--- config.mk ---
export PLATFORM = sky130hd
export DESIGN_NAME = rwg_ram
export DESIGN_NICKNAME = d
export VERILOG_FILES = /design/src/rtl/core/rwg_ram.sv
export SDC_FILE = /design/constraint.sdc
export NUM_CORES = 2
export LEC_CHECK = 0
export BUFFER_PORTS_ARGS = -buffer_cell sky130_fd_sc_hd__buf_4
export CAP_MARGIN = 20
export CORE_MARGIN = 2
export CORE_UTILIZATION = 45
export CTS_BUF_LIST = sky130_fd_sc_hd__clkbuf_16
export DETAILED_ROUTE_END_ITERATION = 16
export SLEW_MARGIN = 20
export SYNTH_ARGS = -nofsm -noshare
export SYNTH_HDL_FRONTEND = slang
export SYNTH_SLANG_ARGS = --single-unit
--- constraint.sdc ---
create_clock -name clk -period 4.7 [get_ports clk]
set_input_delay 1.175 -clock clk [delete_from_list [all_inputs] [get_ports clk]]
set_output_delay 1.175 -clock clk [all_outputs]
set_load 0.01 [all_outputs]
--- src/rtl/core/rwg_ram.sv ---
`default_nettype none
module rwg_ram #(
  parameter int WIDTH = 32,
  parameter int DEPTH = 64
) (
  input  wire logic                     clk,
  input  wire logic                     we,
  input  wire logic [$clog2(DEPTH)-1:0] waddr,
  input  wire logic [WIDTH-1:0]         wdata,
  input  wire logic [$clog2(DEPTH)-1:0] raddr,
  output logic      [WIDTH-1:0]         rdata
);
  logic [WIDTH-1:0] mem [DEPTH];

  always_ff @(posedge clk) begin
    if (we) begin
      mem[waddr] <= wdata;
    end
    rdata <= mem[raddr];
  end
endmodule
`default_nettype wire

==> reports/results.ini <==
[final_layout]
fin_cells = 6112
syn_to_final_growth_pct = 14.9
layout-drive-gt1-share_pct = 30.4
fin_nets = 3653
fin_util_pct = 52.0
fill_cells = 13400

[clock_tree]
htreeDepth = 4
clk_pin_slew_ns = 0.06
cts_tree = yes
cts_root_buf = clkbuf_16
cts-hold-fix-buffers = 0
clk_latency_ns = 0.85
cts_made_buffers = 207
clockBufferDepth = 3
cts_setup_buffers = 0
cts_resized = 0
cts_sinks = 2080

[logic_synthesis]
synth-seq-cells = 2080
synth_top_family_by_area = multiplexers
avgSynthCellArea_sq_um = 23.6
synth-edff-count = 2048
syn_inst = 3324
yosysWarnings = 0
syn_area_sq_um = 78500
synthTopCellsByArea = edfxtp_1 78%, mux4_2 16%, mux2i_1 1.2%
synth_xor_area_share_pct = 0
yosys.cell_types.count = 34
synth_fp_nets = 3370
synth-simple-area-share_pct = 1.27
synth_top_area_cell = edfxtp_1
synth.mux.area_fraction_pct = 16.8
yosys.area_share.adder_pct = 0
synth_common_cells = 2048 x edfxtp_1, 544 x mux4_2, 137 x nor2_1
synth_flop_cell = edfxtp_1
async_flop_share_pct = 0
yosys.area.top_type_share_pct = 78.3
synth-compound-area-share_pct = 1.67
ys_seq_area_share_pct = 79.1
synth.most_common_cell = edfxtp_1

[place]
dp_slack_ns = 0.342
portBuffers = 77
dp_cells = 5723
dp_hpwl_mm = 117
gp_congestion = 0.796

[floorplanning]
pin_count = 78
die_h_microns = 422
die-area_sq_um = 178000
fp.coreArea_sq_um = 174000
die_w_microns = 422
row_count = 153
initial_core_util_pct = 45.2

[power_and_ir_drop]
p_int_w = 0.0307
p_sw_w = 0.00832
p_total_w = 0.0390
seqPwrFrac_pct = 53.0
clockPowerShare_pct = 42.1
combPwrFrac_pct = 5.0
pwr_density_cell_nw_per_um2 = 432
ir_drop_v = 0.000337
swShare_pct = 21.3
p_leak_nw = 28.3

[setup_path]
setup.worst_path.class = in -> reg
rrSetupSlack_ns = 2.36
critPathLaunchType = input pin
cp_max_fo = 32
crit_arrival_ns = 4.16
crit_path_end_kind = flop
cp_data_required_time_ns = 5.41

[timing]
finalSetupViolations = 0
hold_viol = 0
setup_ws_ns = 1.25
clock_skew_ns = 0.0392
grt_setup_unrepaired = no
fin_crit_sh_pct = 73.5
tns_ns = 0
finalMaxSlewViolations = 0
finalCriticalPeriod_ns = 3.45
tightest_slew_ns = 0.989
slew_headroom_pct = 33.9
clock.fmax_mhz = 290

[grt]
grt_pass1_wl_mm = 292
grt.total_usage_pct = 23.4
first_global_vias = 37500
grt_max_degree = 65
overflow = 0
antenna_found_initial = 4

[job]
maxCapViolCount = 0

[detailed_routing]
drc = 0
drtIter0Drc = 4436
wl_per_cell_microns = 33.9
num_vias = 37300
viasPerCell = 6.10
postRouteAntennaNets = 0
wirelength_mm = 207
firstDrtPassIters = 5

[status]
status = finished clean

[hold_path]
hp-class = reg -> reg

[area by class of cell]
type                    count  area, sq um  share of cell area [%]
repair buffers            256         2420                    2.69
diodes                      2         5.00                 0.00555
clock inverters           178         1560                    1.73
flip-flops and latches   2080        62100                    68.9
multi-input cells        1062        16000                    17.7
clock buffers             209         5230                    5.80
well taps                2325         2910                    3.22
[path summary, 6_finish.rpt]
| kind | from | end | cells past startpoint |
|---|---|---|---|
| hold reg to reg | mem[12][8] | rdata[8] | 4 |
| setup reg to reg | mem[62][28] | rdata[28] | 4 |
| hold / removal | mem[12][8] | rdata[8] | 4 |
| setup / recovery | raddr[0] | rdata[28] | 7 |
[registers in the layout, indices dropped and copies added, names as in the netlist]
signal  flops
rdata      32
mem      2048
[power groups by stage]
| stage | clock network, W | registers, W | logic [W] |
|---|---|---|---|
| floorplan | 0 | 0.0210 | 0.000999 |
| global placement | 0 | 0.0210 | 0.00194 |
| detailed placement | 0 | 0.0211 | 0.00196 |
| CTS | 0.0167 | 0.0207 | 0.00196 |
| global route | 0.0174 | 0.0207 | 0.00205 |
| finish | 0.0164 | 0.0207 | 0.00194 |
[worst max-delay path, stage by stage]
cell,delay [ns]
buf_8,0.33
buf_12,0.34
buf_12,0.27
mux4_2,0.54
mux4_2,0.55
o22ai_1,0.68
nor2_1,0.10
[cells in the final DEF, fill, tap and decap left out, types with 5 or more instances in the layout]
master,n
mux2i_1,93
nand2b_1,7
mux4_2,544
nor2b_1,15
nor3_1,5
nor2_1,75
buf_12,38
inv_16,5
clkbuf_16,209
nor2_4,62
a311oi_1,8
buf_4,214
dfxtp_1,32
a21oi_1,62
nand2_1,26
inv_1,47
bufinv_16,24
o221ai_1,27
clkinv_2,31
a22oi_1,12
clkinv_1,57
edfxtp_1,2048
o22ai_1,84
nand3_1,5
nand3b_1,5
[kinds of logic after synthesis]
family          after synthesis
flops                      2080
mux                         637
simple gates                223
compound gates              202
buf+inv                     182
[layer usage]
layer / track usage (%) / up-vias / wire length [microns]
li1: - / 14900 / -
met3: 3.95 / 254 / 14900
met2: 37.7 / 1613 / 101000
met4: 6.49 / 0 / 5330
met1: 33.4 / 20500 / 85900
met5: 0 / - / 0
[metrics by stage]
step | instance area, sq um | hold WS, ns
floorplan | 78500 | 0.663
global placement | 83400 | 0.712
detailed placement | 83400 | 0.737
CTS | 90200 | 0.745
global route | 90200 | 0.802
finish | 90200 | 0.744
Note: power is estimated with default switching activity, not from simulation.
