File: src/rtl/core/rwg_pkg.sv
`default_nettype none
package rwg_pkg;

  localparam int MAX_TAPS = 64;
  localparam int ADDR_W   = 6;
  localparam int RAW_W    = 32;
  localparam int IDX_W    = 16;
  localparam int TAP_W    = 6;
  localparam int WGT_W    = 16;
  localparam int ACC_W    = 40;
  localparam int STAT_W   = 2;
  localparam int CIDX_W   = 3;
  localparam int CDAT_W   = 16;
  localparam int NUM_W    = 64;
  localparam int DEN_W    = 40;

  typedef enum logic [STAT_W-1:0] {
    ST_OK   = 2'd0,
    ST_TAPS = 2'd1,
    ST_SUM  = 2'd2
  } status_t;

  localparam logic [CIDX_W-1:0] REG_INPUT_LENGTH  = 3'd0;
  localparam logic [CIDX_W-1:0] REG_OUTPUT_LENGTH = 3'd1;
  localparam logic [CIDX_W-1:0] REG_KERNEL_KIND   = 3'd2;
  localparam logic [CIDX_W-1:0] REG_BLUR_INVERSE  = 3'd3;
  localparam logic [CIDX_W-1:0] REG_SUPPORT       = 3'd4;
  localparam logic [CIDX_W-1:0] REG_CUBIC_B       = 3'd5;
  localparam logic [CIDX_W-1:0] REG_CUBIC_C       = 3'd6;
  localparam logic [CIDX_W-1:0] REG_NEG_GAIN      = 3'd7;

  localparam logic [1:0] KIND_FLEX     = 2'd0;
  localparam logic [1:0] KIND_FAST     = 2'd1;
  localparam logic [1:0] KIND_TRIANGLE = 2'd2;
  localparam logic [1:0] KIND_BOX      = 2'd3;

  typedef struct packed {
    logic                    start;
    logic signed [NUM_W-1:0] num;
    logic        [DEN_W-1:0] den;
  } div_req_t;

endpackage
`default_nettype wire

File: src/rtl/core/rwg_mul.sv
`default_nettype none
module rwg_mul import rwg_pkg::*; (
  input  wire logic               clk,
  input  wire logic signed [32:0] a,
  input  wire logic signed [17:0] b,
  output logic      signed [50:0] p
);
  always_ff @(posedge clk) begin
    p <= a * b;
  end
endmodule
`default_nettype wire

File: config.mk
export PLATFORM = sky130hd
export DESIGN_NAME = rwg_mul
export DESIGN_NICKNAME = d
export VERILOG_FILES = /design/src/rtl/core/rwg_pkg.sv /design/src/rtl/core/rwg_mul.sv
export SDC_FILE = /design/constraint.sdc
export NUM_CORES = 2
export LEC_CHECK = 0
export BUFFER_PORTS_ARGS = -buffer_cell sky130_fd_sc_hd__buf_2
export CAP_MARGIN = 25
export CORE_AREA = 8 8 189 191
export CTS_CLUSTER_DIAMETER = 80
export DETAILED_ROUTE_END_ITERATION = 8
export DIE_AREA = 0 0 197 199
export HOLD_SLACK_MARGIN = 0.15
export PLACE_DENSITY = 0.94
export SYNTH_ARGS = -nofsm -noshare
export SYNTH_HDL_FRONTEND = slang
export SYNTH_SLANG_ARGS = --single-unit
File: constraint.sdc
create_clock -name clk -period 7.7 [get_ports clk]
set_input_delay 0.385 -clock clk [delete_from_list [all_inputs] [get_ports clk]]
set_output_delay 0.385 -clock clk [all_outputs]
set_load 0.01 [all_outputs]
==> impl_metrics.toml <==
[sta]
max_freq_ghz = 0.144
post-route-period-util = 0.900
slew_headroom = 0.368
hold_violations = 0
tightest_slew_ps = 948
finalSetupTns_ps = 0
rsz0062_at_grt = "no"
min_period_ps = 6930
finalSetupViolations = 0
drv_slew = 0

[synth]
synth-async-reset-ratio = 0
syn_avg_cell_area_um2 = 9.14
yosysTopAreaCellShare = 0.536
yosys-top-cells-area = "fa_1 54%, inv_1 11%, ha_1 7.2%"
yosysTopAreaCell = "fa_1"
seq_area_frac_synth = 0.0480
syn_nets = 3072
yosys_warnings = 0
synth_flop_cell = "dfxtp_1"
synth_seq_cells = 51
synthesis.instances = 2328
ys_types = 58
synth_area_um2 = 21300
synth_edf_count = 0

[setup_path]
path_delay_family = "adder cells"
endpoint_kind = "flop"
worstPathRequired_ps = 7950
crit_top_cell = "fa_1"
worst_setup_path_start_kind = "primary input"
cp_max_fo = 33
crit_type = "in -> reg"
arrival_ps = 7180
cp_slowest_cell = "buf_2"
worstPathCellList = "buf_2, nand2_1, fa_1, fa_1, fa_1, inv_1, fa_1, fa_1, inv_1, fa_1, inv_1, ha_1, nand4_1, or3_1, nor3_1, o311ai_1, or3b_4, o21ai_2, o211ai_1, a21o_1, a21oi_2, xnor2_1"
crit_path_max_incr_delay_ps = 690
cp_num_buf_inv = 4

[cells_and_area]
top_register = "p"
nets = 3084
largest_reg_flops = 51
drive_gt1_frac = 0.0577
area_delta_synth_final_pct = 4.15
reg_top3 = "p (51)"

[die]
row_count = 67
coreArea_um2 = 32900
die_area_um2 = 39200
initial_core_util = 0.647
io_pins = 103
die_w_um = 197
die_y_um = 199

[routing]
via_per_inst = 5.85
post-route-drc-count = 0
drt_iter0_drc = 1263
vias = 16345
routedWlPerCell_um = 20.9
dr.pass1.iters = 7
drt_wl_total_mm = 58.3
ant_nets = 0

[clocking]
htree_num_levels = 2
post-cts-setup-buffer-count = 0
cts_buffers = 5
cts_buffer_depth = 2
cts_sinks = 51
cts-root-buf = "clkbuf_16"
cts_resized = 0
cts_hold_buffers = 0
clk_pin_slew_ps = 100
cts_tree = "done"

[grt]
grt_pass1_wl_mm = 94.7
track_usage = 0.311
grt_antenna_before_repair = 5
grt_overflow_total = 0
grt_start_max_net_pins = 34
grt_pass1_vias = 19036

[placed_design]
post-dp-hpwl_mm = 46.5
portBuffers = 102
routabilityCongestion = 0.911

[flow_run]
maxCapViolations = 0

[worst_hold_path]
hold_path_class = "in -> reg"

[run_status]
status = "finished clean"
through the flow:
step	hold slack (ps)	instances	instance area, um2	setup slack [ps]	util
5_1_grt	546	2791	22100	653	0.674
2_1_floorplan	507	2328	21300	1520	-
3_3_place_gp	782	2781	22000	880	0.669
6_report	548	2792	22200	773	0.674
4_1_cts	535	2789	22100	1000	0.674
3_5_place_dp	783	2781	22000	627	0.669
synthesized netlist by cell type, types with 7 or more instances:
cell type  count
xor2_1        11
inv_1        618
dfxtp_1       51
ha_1         123
nand2_1      358
a21oi_1       40
nand2b_1       7
o21a_1         9
xnor2_1       43
nor2_1        48
nor3_1         8
clkbuf_1     101
and2_1       231
a21o_1        11
fa_1         569
o21ai_0       23
worst paths after layout:
path / start / cells past startpoint / end / slack (ps)
min: a[0] / 2 / p[0] / 550
max: b[4] / 22 / p[50] / 770
cell families after synthesis:
logic type	synth area share
AND/OR/NAND/NOR	0.152
XOR/XNOR	0.0222
flip-flops	0.0480
adder cells (fa/ha/maj)	0.608
AO/OA/AOI/OAI	0.0418
buffers and inverters	0.128
cells in the final DEF (no fill, tap or decap), types with 2 or more instances in the layout:
master and count:
diode_2 3, a21oi_2 4, nor2b_1 6, dfxtp_1 51, a21boi_0 3, nor3_1 8
nand4_1 3, and2_1 231, ha_1 123, a21oi_1 40, nor2_1 48, or3_1 3
xnor2_1 43, inv_1 618, clkbuf_16 5, o211ai_1 5, nand2b_1 7, o21a_1 9
xor2_1 11, buf_4 7, a21o_1 11, buf_2 102, nand3_1 6, inv_6 2
a31o_2 2, and3_1 3, o21ai_0 23, o21bai_1 4, o311ai_1 2, a31oi_1 4
nand2_1 358, fa_1 569, and4_1 2, o21ai_1 2
area by class of cell:
type | count | area (um2)
Antenna cell | 3 | 7.51
Clock buffer | 5 | 125
Clock inverter | 3 | 26.3
Fill cell | 2373 | 10700
Inverter | 618 | 2320
Multi-Input combinational cell | 1555 | 17500
Sequential cell | 51 | 1020
Tap cell | 448 | 561
Timing Repair Buffer | 109 | 563
metal layers:
| metal | wire length [um] | track usage |
|---|---|---|
| met5 | 23 | 0 |
| met4 | 3780 | 0.187 |
| met3 | 6360 | 0.0749 |
| met2 | 29300 | 0.541 |
| met1 | 18900 | 0.345 |
Power is not shown: default switching activity piles up to over one toggle a cycle in this logic, so the estimate is an artifact.
