===== config.mk =====
export PLATFORM = sky130hd
export DESIGN_NAME = rwg_div
export DESIGN_NICKNAME = d
export VERILOG_FILES = /design/src/rtl/core/rwg_pkg.sv /design/src/rtl/core/rwg_div.sv
export SDC_FILE = /design/constraint.sdc
export NUM_CORES = 1
export LEC_CHECK = 0
export BUFFER_PORTS_ARGS = -buffer_cell sky130_fd_sc_hd__buf_4
export CELL_PAD_IN_SITES_DETAIL_PLACEMENT = 2
export CELL_PAD_IN_SITES_GLOBAL_PLACEMENT = 2
export CORE_UTILIZATION = 35
export CTS_BUF_LIST = sky130_fd_sc_hd__clkbuf_16
export CTS_CLUSTER_SIZE = 25
export DETAILED_ROUTE_END_ITERATION = 10
export PLACE_DENSITY = 0.82
export SLEW_MARGIN = 30
export SYNTH_ARGS = -nofsm -noshare
export SYNTH_HDL_FRONTEND = slang
export SYNTH_SLANG_ARGS = --single-unit

===== constraint.sdc =====
create_clock -name clk -period 8.2 [get_ports clk]
set_input_delay 0.41 -clock clk [delete_from_list [all_inputs] [get_ports clk]]
set_output_delay 0.41 -clock clk [all_outputs]
set_load 0.05 [all_outputs]

===== src/rtl/core/rwg_pkg.sv =====
`default_nettype none
package rwg_pkg;

  localparam int MAX_TAPS = 64;
  localparam int ADDR_W   = 6;
  localparam int RAW_W    = 32;
  localparam int IDX_W    = 16;
  localparam int TAP_W    = 6;
  localparam int WGT_W    = 16;
  localparam int ACC_W    = 40;
  localparam int STAT_W   = 2;
  localparam int CIDX_W   = 3;
  localparam int CDAT_W   = 16;
  localparam int NUM_W    = 64;
  localparam int DEN_W    = 40;

  typedef enum logic [STAT_W-1:0] {
    ST_OK   = 2'd0,
    ST_TAPS = 2'd1,
    ST_SUM  = 2'd2
  } status_t;

  localparam logic [CIDX_W-1:0] REG_INPUT_LENGTH  = 3'd0;
  localparam logic [CIDX_W-1:0] REG_OUTPUT_LENGTH = 3'd1;
  localparam logic [CIDX_W-1:0] REG_KERNEL_KIND   = 3'd2;
  localparam logic [CIDX_W-1:0] REG_BLUR_INVERSE  = 3'd3;
  localparam logic [CIDX_W-1:0] REG_SUPPORT       = 3'd4;
  localparam logic [CIDX_W-1:0] REG_CUBIC_B       = 3'd5;
  localparam logic [CIDX_W-1:0] REG_CUBIC_C       = 3'd6;
  localparam logic [CIDX_W-1:0] REG_NEG_GAIN      = 3'd7;

  localparam logic [1:0] KIND_FLEX     = 2'd0;
  localparam logic [1:0] KIND_FAST     = 2'd1;
  localparam logic [1:0] KIND_TRIANGLE = 2'd2;
  localparam logic [1:0] KIND_BOX      = 2'd3;

  typedef struct packed {
    logic                    start;
    logic signed [NUM_W-1:0] num;
    logic        [DEN_W-1:0] den;
  } div_req_t;

endpackage
`default_nettype wire


===== src/rtl/core/rwg_div.sv =====
`default_nettype none
module rwg_div import rwg_pkg::*; (
  input  wire logic                    clk,
  input  wire logic                    rst,
  input  wire div_req_t                req,
  output logic                         done,
  output logic signed [NUM_W-1:0]      quot
);
  logic             busy;
  logic [5:0]       cnt;
  logic [DEN_W-1:0] rem;
  logic [NUM_W-1:0] dvd;
  logic [DEN_W-1:0] den_r;
  logic             neg_r;
  logic [NUM_W-1:0] mag;
  logic [DEN_W:0]   rem_sh;
  logic             bit_q;
  logic [NUM_W-1:0] q_fin;

  always_comb begin
    mag    = req.num[NUM_W-1] ? NUM_W'(-req.num) : NUM_W'(req.num);
    rem_sh = {rem, dvd[NUM_W-1]};
    bit_q  = rem_sh >= {1'b0, den_r};
    q_fin  = {dvd[NUM_W-2:0], bit_q};
  end

  // floor division: negative numerators are biased by den-1 and negated back
  always_ff @(posedge clk) begin
    if (rst) begin
      busy <= 1'b0;
      done <= 1'b0;
    end else begin
      done <= 1'b0;
      if (req.start) begin
        busy  <= 1'b1;
        cnt   <= '0;
        rem   <= '0;
        den_r <= req.den;
        neg_r <= req.num[NUM_W-1];
        dvd   <= req.num[NUM_W-1] ? mag + NUM_W'(req.den) - NUM_W'(1) : mag;
      end else if (busy) begin
        rem <= bit_q ? DEN_W'(rem_sh - {1'b0, den_r}) : rem_sh[DEN_W-1:0];
        dvd <= q_fin;
        cnt <= cnt + 6'd1;
        if (cnt == 6'd63) begin
          busy <= 1'b0;
          done <= 1'b1;
          quot <= neg_r ? -$signed(q_fin) : $signed(q_fin);
        end
      end
    end
  end
endmodule
`default_nettype wire


==> results.txt <==
- Violation count after the first detailed-routing iteration: around 1,100
- Element type at the critical path start: input port
* Fill cells: about 5,600
- Depth of the worst register-to-register path: 19
- Run status: completed
- Die Height: 229 um
- Max Fanout on Critical Path: 7
* Maximum clock frequency: ~150 MHz
- CTS built an H-tree with a depth of 1.
- Setup repair after global routing missed its margin: no
* Reg2reg end: quot[62]
- Measured against its own limit, the worst slew margin works out to 31.8%.
- Finish-stage setup viols: 0
- At the later pin of the worst-skew pair, clock insertion delay measures around 0.57 ns.
* Maximum buffer depth of the clock tree: 3
- Overall track demand over capacity in global routing: a little over a quarter
- Leakage power total: ~8.7 nW
* Startpoint of the tightest hold check path: req[0]
* Number of flops mapped to enable cells by yosys: around 220
* Cell-by-cell trace of the critical path: buf_4 > or3_1 > or4_1 > inv_1 > nand2_1 > or4_1 > o21ai_0 > xor2_1 > ha_1 > inv_1 > ha_1 > a21o_1 > a21o_1 > a21o_1 > a221o_1 > a21oi_1 > o31ai_1 > a21oi_1 > o21ai_2 > a311oi_1 > xor2_1 > o221ai_1
- Post-DP HPWL: about 55,000 um
- Tightest Pin Transition: slightly above 1 ns
- Proportion of register bits with asynchronous set or reset after synthesis: 0%
* Worst hold path class: input port to register
* Cell Area, Synth: 18,000 um2
* 1st-pass router iterations: 5
* CP max stage cell: sky130_fd_sc_hd__or4_1
- Ranking of synthesized cells by area: sky130_fd_sc_hd__edfxtp_1 (36%), sky130_fd_sc_hd__ha_1 (10%), sky130_fd_sc_hd__xnor2_1 (6.2%), sky130_fd_sc_hd__a21oi_1 (5.2%), sky130_fd_sc_hd__inv_1 (4.4%)
- In the routed design, unresolved DRC markers number 0.
* Boundary pin count: 172
- Ys Warns: 0
- Setup total negative slack on the finished layout was measured at 0 ns.
* Total of max-cap violations: 0
* Mapped Avg Cell Area: between 8 and 9 um2
* Worst Setup Path Type: input port to register
- Clock skew after layout: between 0.02 and 0.025 ns
- Routability congestion estimate from global placement: about 0.96
* Total Die Area: ~52,000 um2
* Post-cts hold buffer count: 0
- Of the synthesized area, sequential elements account for between 30% and 40%.
* CP arrival: 6.74 ns
* Predominant post-synthesis flop cell: sky130_fd_sc_hd__edfxtp_1
- Number of cells produced by synthesis: 2,027
- Width of the die: about 230 um
- The initial antenna violation count is 3.
* Antenna violation net count after detailed routing: 0
- After detailed placement, the design holds a cell count of ~2,800.
- Clock tree synthesis found a total of about 220 sinks.
- Cells with a size suffix above 1 make up 11.9% of the layout.
* Post-CTS repair timing setup buffer count: 0
- Excluding fillers, the count of instances in the completed layout stands at 2,850.
- Largest net degree at the start of global routing: 85
- The area growth from synthesis to layout is 15.4%.
- Startpoint of the most critical register-to-register path: rem[2]
* Register bit count reported by yosys: 217
- Wirelength per Cell: between 20 and 25 um
- The routed layout has roughly 16,000 vias.
- Once the clock tree was built, the resizer swapped 0 gates to a different size.
* Launch point of the worst path: req[44]
* Total CTS buffers: 26
- Final Slew Violations: 0
- At the worst endpoint, the required time is approximately 8.5 ns.
- For this configuration, the core starts out at a cell density of 35.7%.
* Via-to-Cell Ratio: 5.78
- The critical path ends at dvd[62].
- Ratio of total power to cell area: about 200 nW/um2
* Net count after synthesis: between 2,000 and 2,500
- On the worst path, the slowest cell contributes a delay of approximately 0.75 ns.
- The worst setup path is captured at a register.
- The via count of the first global-routing pass came to between 15,000 and 20,000.
* Final Hold Viols: 0
- Dividing the final minimum period by the clock period gives 78.9%.
- R2r setup slk: approximately 2.8 ns
- The floorplan step defined a core boundary enclosing about 50,000 um2.
- After clock tree synthesis, the clock-pin slew on the worst setup and hold paths is 0.06 ns.
* Clock root cell: sky130_fd_sc_hd__clkbuf_16
- Minimum clock period: about 6.5 ns
* Post-Route Utilization: 41.2%
* CTS tree: yes
- Of all cell types, the one taking the most synthesized area is sky130_fd_sc_hd__edfxtp_1.
* Grt ovf: 0
- The top cell type by area accounts for 35.8% of the synthesized area.
- First-pass GRT wire length: 108,000 um
- Net count, final: roughly 2,400
- Buffers placed on the I/O ports in this run total roughly 170.
- Placement Rows: approximately 80
* Most Frequent Cell on Critical Path: sky130_fd_sc_hd__a21o_1
* Worst voltage drop across the vdd grid: 145 uV
- Count of cell types in the netlist: 77
- Post-detailed-routing wire length: about 71,000 um
-- worst max-delay path: cells and delay by family --
| kind | cells | cell delay, ns |
|---|---|---|
| AO/OA/AOI/OAI | 11 | 3.16 |
| buffers and inverters | 3 | 0.29 |
| adder cells (fa/ha/maj) | 2 | 0.54 |
| XOR/XNOR | 2 | 0.39 |
| AND/OR/NAND/NOR | 4 | 1.93 |
-- synthesized netlist by cell type (25+ instances only) --
master                     number
sky130_fd_sc_hd__a21oi_1      188
sky130_fd_sc_hd__edfxtp_1     215
sky130_fd_sc_hd__nor2_1       133
sky130_fd_sc_hd__mux2i_1       33
sky130_fd_sc_hd__a21o_1        80
sky130_fd_sc_hd__nand3_1       50
sky130_fd_sc_hd__nor2b_1       28
sky130_fd_sc_hd__or3_1         25
sky130_fd_sc_hd__o21ai_0      105
sky130_fd_sc_hd__o21a_1        25
sky130_fd_sc_hd__clkbuf_1      75
sky130_fd_sc_hd__xnor2_1      128
sky130_fd_sc_hd__ha_1         145
sky130_fd_sc_hd__xor2_1        85
sky130_fd_sc_hd__o31ai_1       40
sky130_fd_sc_hd__nor3_1        34
sky130_fd_sc_hd__inv_1        209
sky130_fd_sc_hd__nand2_1      153
-- metrics by stage --
stage | power [mW] | hold WS, ns | setup WS, ns | area, um2
2_1_floorplan | 2.49 | 0.438 | 2.01 | 18000
3_3_place_gp | 2.90 | 0.473 | 1.48 | 20000
3_5_place_dp | 3.00 | 0.484 | 1.28 | 20000
4_1_cts | 4.17 | 0.00545 | 1.80 | 20800
5_1_grt | 4.36 | 0.0136 | 1.43 | 20800
6_report | 4.17 | 0.0317 | 1.73 | 20800
-- cell families after synthesis --
family	synth area share [%]
AOI/OAI and AO/OA	20.5
and+or+nand+nor	14.7
buffers and inverters	6.17
DFF	36.0
xor gates and xnor gates	10.5
adders and majority gates	10.3
muxes	1.83
-- layout by cell type, fill, tap and decap left out, types with 5 or more instances in the layout --
master / instances
sky130_fd_sc_hd__a211oi_1: 14
sky130_fd_sc_hd__a21boi_0: 5
sky130_fd_sc_hd__a21o_1: 80
sky130_fd_sc_hd__a21oi_1: 188
sky130_fd_sc_hd__a221oi_1: 5
sky130_fd_sc_hd__a31o_2: 6
sky130_fd_sc_hd__a31oi_1: 23
sky130_fd_sc_hd__and2_1: 5
sky130_fd_sc_hd__and3_1: 17
sky130_fd_sc_hd__buf_4: 187
sky130_fd_sc_hd__clkbuf_16: 26
sky130_fd_sc_hd__clkinv_2: 6
sky130_fd_sc_hd__edfxtp_1: 215
sky130_fd_sc_hd__ha_1: 145
sky130_fd_sc_hd__inv_1: 215
sky130_fd_sc_hd__mux2i_1: 33
sky130_fd_sc_hd__nand2_1: 153
sky130_fd_sc_hd__nand2b_1: 23
sky130_fd_sc_hd__nand3_1: 50
sky130_fd_sc_hd__nand4_1: 19
sky130_fd_sc_hd__nor2_1: 131
sky130_fd_sc_hd__nor2b_1: 28
sky130_fd_sc_hd__nor3_1: 33
sky130_fd_sc_hd__nor4_1: 8
sky130_fd_sc_hd__o211ai_1: 8
sky130_fd_sc_hd__o21a_1: 25
sky130_fd_sc_hd__o21ai_0: 105
sky130_fd_sc_hd__o21bai_1: 18
sky130_fd_sc_hd__o31a_1: 7
sky130_fd_sc_hd__o31ai_1: 40
sky130_fd_sc_hd__o41ai_1: 19
sky130_fd_sc_hd__or2_2: 8
sky130_fd_sc_hd__or3_1: 25
sky130_fd_sc_hd__or4_1: 15
sky130_fd_sc_hd__xnor2_1: 128
sky130_fd_sc_hd__xor2_1: 85
-- final cells by class --
type / instances / area (um2) / area share, %
timing repair buffer: 187 / 1400 / 6.75
antenna: 1 / 2.50 / 0.0120
multi-input combinational: 1514 / 10400 / 50.2
inverter: 212 / 796 / 3.83
clock buffer: 26 / 651 / 3.13
sequential: 217 / 6500 / 31.2
tap: 672 / 841 / 4.04
clock inverter: 21 / 169 / 0.812
-- power breakdown --
| part | total [mW] | switching, mW | internal, mW | leakage, nW |
|---|---|---|---|---|
| combinational | 1.62 | 1.00 | 0.614 | 6.23 |
| sequential | 1.41 | 0.0738 | 1.33 | 2.03 |
| clock | 1.15 | 0.507 | 0.642 | 0.423 |
| total | 4.17 | 1.58 | 2.59 | 8.68 |
-- sequential cells by signal, indices dropped and copies added, names as in the netlist --
name / count
neg_r: 1
den_r: 40
dvd: 64
cnt: 6
busy: 1
rem: 40
quot: 64
done: 1
-- routing by layer --
layer	vias up	track usage, %	routed length, um
li1	7533	-	-
met1	8388	35.6	31500
met2	452	45.3	34400
met3	101	2.35	3280
met4	0	8.31	1960
met5	-	0	0
-- how the worst min path moves through the flow --
stage	endpoint	slack (ns)	depth (start not counted)
global route	den_r[0]	0.01	1
CTS	den_r[0]	0.005	1
detailed placement	done	0.48	2
finish	den_r[0]	0.03	1
floorplan	done	0.44	2
global placement	done	0.47	2
Note: power is estimated with default switching activity, not from simulation.
